`src/hw/rtl/wgis_pkg.sv`:
```
// Package with shared constants and types for the weight-group inclusion similarity block.
`timescale 1ns / 1ps
`default_nettype none
package wgis_pkg;

    localparam int Q_DEPTH = 256;
    localparam int D_DEPTH = 1024;
    localparam int Q_AW = (Q_DEPTH > 1) ? $clog2(Q_DEPTH) : 1;
    localparam int D_AW = (D_DEPTH > 1) ? $clog2(D_DEPTH) : 1;
    localparam int Q_CW = $clog2(Q_DEPTH + 1);
    localparam int D_CW = $clog2(D_DEPTH + 1);
    localparam int SUM_W = 16 + Q_CW;
    localparam int PROD_W = SUM_W + 16;
    localparam int SIM_W = 40;
    localparam int FQ_DEPTH = 2;
    localparam int FQ_AW = 1;
    localparam int FQ_CW = 2;

    localparam logic [1:0] OP_QLOAD = 2'd0;
    localparam logic [1:0] OP_DLOAD = 2'd1;
    localparam logic [1:0] OP_EVAL = 2'd2;
    localparam logic [1:0] OP_NONE = 2'd3;

    localparam logic signed [15:0] TW_RESET = 16'sd256;
    localparam logic signed [63:0] SIM_MAX = 64'sd549755813887;
    localparam logic signed [63:0] SIM_MIN = -64'sd549755813888;

    typedef struct packed {
        logic [1:0] kind;
        logic [31:0] concept;
        logic signed [15:0] weight;
    } cmd_t;

endpackage
`default_nettype wire

```
`src/hw/rtl/wgis_front.sv`:
```
// Front end: accepts input transfers, classifies them and queues commands.
`timescale 1ns / 1ps
`default_nettype none
module wgis_front (
    input  wire logic                clk,
    input  wire logic                rst_n,
    input  wire logic                in_valid,
    output logic                     in_stall,
    input  wire logic [1:0]          opcode,
    input  wire logic [31:0]         concept_id,
    input  wire logic signed [15:0]  term_weight,
    output logic                     cmd_valid,
    output wgis_pkg::cmd_t           cmd,
    input  wire logic                cmd_pop
);

    wgis_pkg::cmd_t fifo_reg [wgis_pkg::FQ_DEPTH];
    logic [wgis_pkg::FQ_AW-1:0] wptr_reg, wptr_next;
    logic [wgis_pkg::FQ_AW-1:0] rptr_reg, rptr_next;
    logic [wgis_pkg::FQ_CW-1:0] cnt_reg, cnt_next;
    logic push, pop;

    assign in_stall = (cnt_reg == wgis_pkg::FQ_CW'(wgis_pkg::FQ_DEPTH));
    assign push = in_valid && !in_stall && (opcode != wgis_pkg::OP_NONE);
    assign cmd_valid = (cnt_reg != '0);
    assign pop = cmd_pop && cmd_valid;
    assign cmd = fifo_reg[rptr_reg];

    always_comb
    begin
        wptr_next = push ? wptr_reg + 1'b1 : wptr_reg;
        rptr_next = pop ? rptr_reg + 1'b1 : rptr_reg;
        cnt_next = cnt_reg;
        if (push && !pop)
        begin
            cnt_next = cnt_reg + 1'b1;
        end
        else if (pop && !push)
        begin
            cnt_next = cnt_reg - 1'b1;
        end
    end

    always_ff @(posedge clk or negedge rst_n)
    begin
        if (!rst_n)
        begin
            wptr_reg <= '0;
            rptr_reg <= '0;
            cnt_reg <= '0;
        end
        else
        begin
            wptr_reg <= wptr_next;
            rptr_reg <= rptr_next;
            cnt_reg <= cnt_next;
        end
    end

    always_ff @(posedge clk)
    begin
        if (push)
        begin
            fifo_reg[wptr_reg] <= '{kind: opcode, concept: concept_id, weight: term_weight};
        end
    end

endmodule
`default_nettype wire

```
`config.mk`:
```
export PLATFORM = sky130hd
export DESIGN_NAME = wgis_front
export DESIGN_NICKNAME = d
export VERILOG_FILES = /design/src/hw/rtl/wgis_pkg.sv /design/src/hw/rtl/wgis_front.sv
export SDC_FILE = /design/constraint.sdc
export NUM_CORES = 1
export LEC_CHECK = 0
export ABC_AREA = 0
export BUFFER_PORTS_ARGS = -buffer_cell sky130_fd_sc_hd__buf_2
export CORE_MARGIN = 1.5
export CORE_UTILIZATION = 52
export CTS_CLUSTER_DIAMETER = 50
export DETAILED_ROUTE_END_ITERATION = 10
export PLACE_DENSITY = 0.79
export SYNTH_ARGS = -nofsm -noshare
export SYNTH_HDL_FRONTEND = slang
export SYNTH_SLANG_ARGS = --single-unit
```
`constraint.sdc`:
```
create_clock -name clk -period 4.45 [get_ports clk]
set_input_delay 0.2225 -clock clk [delete_from_list [all_inputs] [get_ports clk]]
set_output_delay 0.2225 -clock clk [all_outputs]
set_load 0.02 [all_outputs]
```
### Word level (Yosys, flattened, before mapping)

Memory sizes are Yosys's and may differ from the RTL's.
Cells that the tools add are included.
W data, S select, Z words.

| storage, ports and cells | value |
|---|---|
| bits in registers | 4 |
| memory bits (writable) | 100 |
| input port bits | 54 |
| output and inout bits | 52 |
| word-level logic and storage cells | 24 |
| memories kept | 1 |

| cells by class | value |
|---|---|
| add/subtract/negate cells | 4 |
| equal/unequal tests | 2 |
| muxes and demuxes | 4 |
| reductions and logical operators | 10 |

Memories:

| memory | depth | bits a word | read ports | clocked after memory_dff | wr ports | RTL line | RTL |
|---|---|---|---|---|---|---|---|
| fifo_reg | 2 | 50 | 1 | 0 | 1 | wgis_front.sv:17 | `wgis_pkg::cmd_t fifo_reg [wgis_pkg::FQ_DEPTH];` |

Operators by type and width:

| cell | number |
|---|---|
| $logic_and A1 B1 Y1 | 5 |
| $mux W2 | 2 |
| $reduce_bool A2 Y1 | 2 |
| $logic_not A1 Y1 | 3 |
| $add A1 B1 Y1 const B | 2 |
| $add A2 B1 Y2 const B | 1 |
| $eq A2 B2 Y1 const B | 1 |
| $mux W1 | 2 |
| $ne A2 B2 Y1 const B | 1 |
| $sub A2 B1 Y2 const B | 1 |

### Depth between registers and ports, before layout

| logic depth | value |
|---|---|
| depth after elaboration | 8 |
| depth in mapped cells | 7 |
| depth with buffers taken out | 7 |

### Worst setup path after synthesis

OpenSTA, ideal clock, no wires.

| timing | value |
|---|---|
| path type | register to register |
| start | register cnt_reg[1] in the netlist's numbering |
| end | memory fifo_reg[0][0] in the netlist's numbering, enable pin |
| library setup time | 0.458 ns |
| data arrival time | 2.866 ns |
| data required time | 3.992 ns |
| setup slack | 1.126 ns |
| cell stages (with the launch flop) | 4 |
| buffers on the path | 0 |
| clock period less this slack | 3.324 ns |
| cell sequence | dfrtp_1 > nor2b_2 > nand3b_4 > nor2_1 |

| on the way | value |
|---|---|
| cells in the longest elaborated chain, start to end | 6 |

Ends and longest elaborated chain:

| element | RTL line | RTL |
|---|---|---|
| start, declared | wgis_front.sv:20 | `logic [wgis_pkg::FQ_CW-1:0] cnt_reg, cnt_next;` |
| start signal, assigned | wgis_front.sv:56 | `cnt_reg <= cnt_next;` |
| $eq A2 B2 Y1 | wgis_front.sv:23 | `assign in_stall = (cnt_reg == wgis_pkg::FQ_CW'(wgis_pkg::FQ_DEPTH));` |
| named net in_stall | wgis_front.sv:8 | `output logic in_stall,` |
| $logic_not A1 Y1 | wgis_front.sv:24 | `assign push = in_valid && !in_stall && (opcode != wgis_pkg::OP_NONE);` |
| $logic_and A1 B1 Y1 (2 in a row) | wgis_front.sv:24 |  |
| $mux W1 | wgis_front.sv:62 | `if (push)` |
| $mux W1 (implied by the code) | wgis_front.sv:64 | `fifo_reg[wptr_reg] <= '{kind: opcode, concept: concept_id, weight: term_weight};` |
| end, declared | wgis_front.sv:17 |  |

The timed path passes the listed nets, and every way through them passes these cells.

==> summary.md <==
| Metric | Value |
|---|---|
| Critical-path cell list | `mux2_2, buf_2` |
| Rows | `32` |
| Worst min path class | `in2reg` |
| Worst skew pair latency | `0.35 ns` |
| Setup violations, final | `0` |
| DRT Pass-1 Iters | `3` |
| Largest net degree at the start of global routing | `52` |
| Cts repair resizes | `0` |
| Post-Syn Nets | `231` |
| Root Buffer | `clkbuf_8` |
| Vias in the first global route | `1921` |
| Critical path start-end classification | `reg2out` |
| Effective utilization at floorplan | `53.4%` |
| Ys Warns | `0` |
| Final nets | `344` |
| Starting DRT DRC Count | `76` |
| Remaining DRCs | `0` |
| CP Max Fanout | `51` |
| Relative slew slack | `36.4%` |
| Antenna violations before repair | `0` |
| Drt wl/cell | `16.0 um` |
| Port bufs | `105` |
| Buf+Inv Stages, Crit Path | `1` |
| Post-DRT Antenna Nets | `0` |
| Leakage | `0.00195 uW` |
| Run status | `completed` |
| Smallest hold slack | `0.0551 ns` |
| Vias after detailed routing | `1895` |
| CTS Buffer Depth | `2` |
| Clk slew on worst S/H paths | `0.09 ns` |
| Final HPWL DP | `4340 um` |
| Die width | `91.6 um` |
| Overflow after GRT | `0` |
| Min Tclk post-route | `2.28 ns` |
| WP data arrival | `2.05 ns` |
| Crit-path max cell delay | `1.03 ns` |
| Clock sinks | `104` |
| Most frequent cells in the layout | `buf_2, edfxtp_1, mux2_4` |
| Dpl cells | `379` |
| First-pass GRT wire length | `9740 um` |
| Die Y | `91.6 um` |
| RSZ-0062 raised after global routing | `false` |
| Antenna cells | `0` |
| TNS Setup | `0 ns` |
| Seq/Total Area, Yosys | `76.0%` |
| Netlist cell types | `15` |
| Final hold violations | `0` |
| Reg2Reg Depth | `4` |
| Area grow syn2layout | `18.5%` |
| Post-CTS setup buffers | `0` |
| H-tree depth | `3` |
| Mean Syn Cell Area | `23.2 sq um` |
| Fin Clk Skew | `0.00644 ns` |
| Commonest non-fill, non-tap cell in the layout | `buf_2` |
| Share of cells above drive strength 1 | `60.2%` |
| Instance count on the critical path | `2` |
| Gr usage total | `15.8%` |
| Num ports | `106` |
| Pins Over Slew Limit | `0` |
| Drt total wl | `6340 um` |
| Power Dens Cells | `619 nW/um^2` |
| Inserted Clock Buffers | `9` |
| Placer Congestion | `0.649` |
| Max reg flops | `100` |
| Core Area | `7650 sq um` |
| Delay-heaviest family, CP | `flip-flops` |
| Hold depth | `1` |
| Hold buffers post-CTS | `1` |
| TritonCTS clock tree | `done` |
| Max_cap viols | `0` |
| Pin slew with the least headroom to its limit | `0.954 ns` |
| Fin cells | `396` |
| DR vias/cell | `4.79` |
| Slowest-stage cell, CP | `dfrtp_4` |
| CP Launch Type | `flip-flop` |
| Fmax | `0.439 GHz` |
| Die area | `8390 sq um` |
| Synthesized instance count | `176` |
| Fin crit share | `51.1%` |
| Synth Register Bits | `104` |
| Worst EP required | `4.23 ns` |
| CP Capture Type | `output pin` |
| Worst vdd ir | `0.000390 V` |
| Mapped Area | `4080 sq um` |
==> where the power goes <==
part           internal (uW)  total (uW)  switching (uW)
Clock                    202         506             304
Combinational            521        1030             505
Sequential              1290        1460             179
==> stage by stage <==
| stage | power [uW] | cell area [sq um] | util, % | setup slack [ns] |
|---|---|---|---|---|
| 2_1_floorplan | 2320 | 4080 | - | 1.13 |
| 3_3_place_gp | 2510 | 4660 | 60.9 | 2.23 |
| 3_5_place_dp | 2530 | 4660 | 60.9 | 2.20 |
| 4_1_cts | 3030 | 4840 | 63.3 | 2.17 |
| 5_1_grt | 3130 | 4840 | 63.3 | 2.06 |
| 6_report | 3000 | 4840 | 63.3 | 2.17 |
==> path summary, 6_finish.rpt <==
check,from,endpoint,slack (ns)
max,rptr_reg$_DFFE_PN0P_,cmd[28],2.17
max reg2reg,cnt_reg[1]$_DFFE_PN0P_,fifo_reg[0][46]$_DFFE_PP_,2.23
min in group asynchronous,rst_n,cnt_reg[0]$_DFFE_PN0P_,0.20
min reg2reg,cnt_reg[1]$_DFFE_PN0P_,cnt_reg[1]$_DFFE_PN0P_,0.50
min,concept_id[6],fifo_reg[0][22]$_DFFE_PP_,0.06
max in group asynchronous,rst_n,rptr_reg$_DFFE_PN0P_,4.11
==> synthesized netlist by cell type <==
| cell type | count | area share, % |
|---|---|---|
| buf_12 | 5 | 2.5 |
| buf_6 | 1 | 0.28 |
| dfrtp_1 | 4 | 2.5 |
| edfxtp_1 | 100 | 74 |
| ha_1 | 1 | 0.31 |
| inv_1 | 2 | 0.18 |
| mux2_2 | 1 | 0.28 |
| mux2_4 | 49 | 18 |
| nand2_1 | 2 | 0.18 |
| nand3b_4 | 1 | 0.49 |
| nor2_1 | 3 | 0.28 |
| nor2b_2 | 1 | 0.21 |
| or2_4 | 1 | 0.21 |
| xnor2_1 | 3 | 0.64 |
| xor2_1 | 2 | 0.43 |
==> cell families (layout without fill, tap and decap cells) <==
logic type                 count (synthesis)  count (layout)  share of synthesized area, %
adders and majority gates                  1               1                         0.307
and+or+nand+nor                            8               8                          1.38
DFF                                      104             104                          76.0
buffers and inverters                      8             126                          2.91
xor gates and xnor gates                   5               5                          1.07
muxes                                     50              50                          18.3
==> final cells by class <==
type                            instances  area, sq um
Clock buffer                            9          124
Timing Repair Buffer                  108          551
Clock inverter                          7         47.5
Inverter                                2         7.51
Tap cell                              102          128
Sequential cell                       104         3110
Multi-Input combinational cell         64          875
Fill cell                             548         2810
==> routing by layer <==
layer	part of all wire (%)	GRT usage, %	up-vias
met1	41	18.4	921
met5	0	0	-
met2	52	26.8	54
met3	5.3	4.10	11
li1	-	-	909
met4	2.3	8.07	0
No activity file was read; power rests on OpenSTA's default activity.
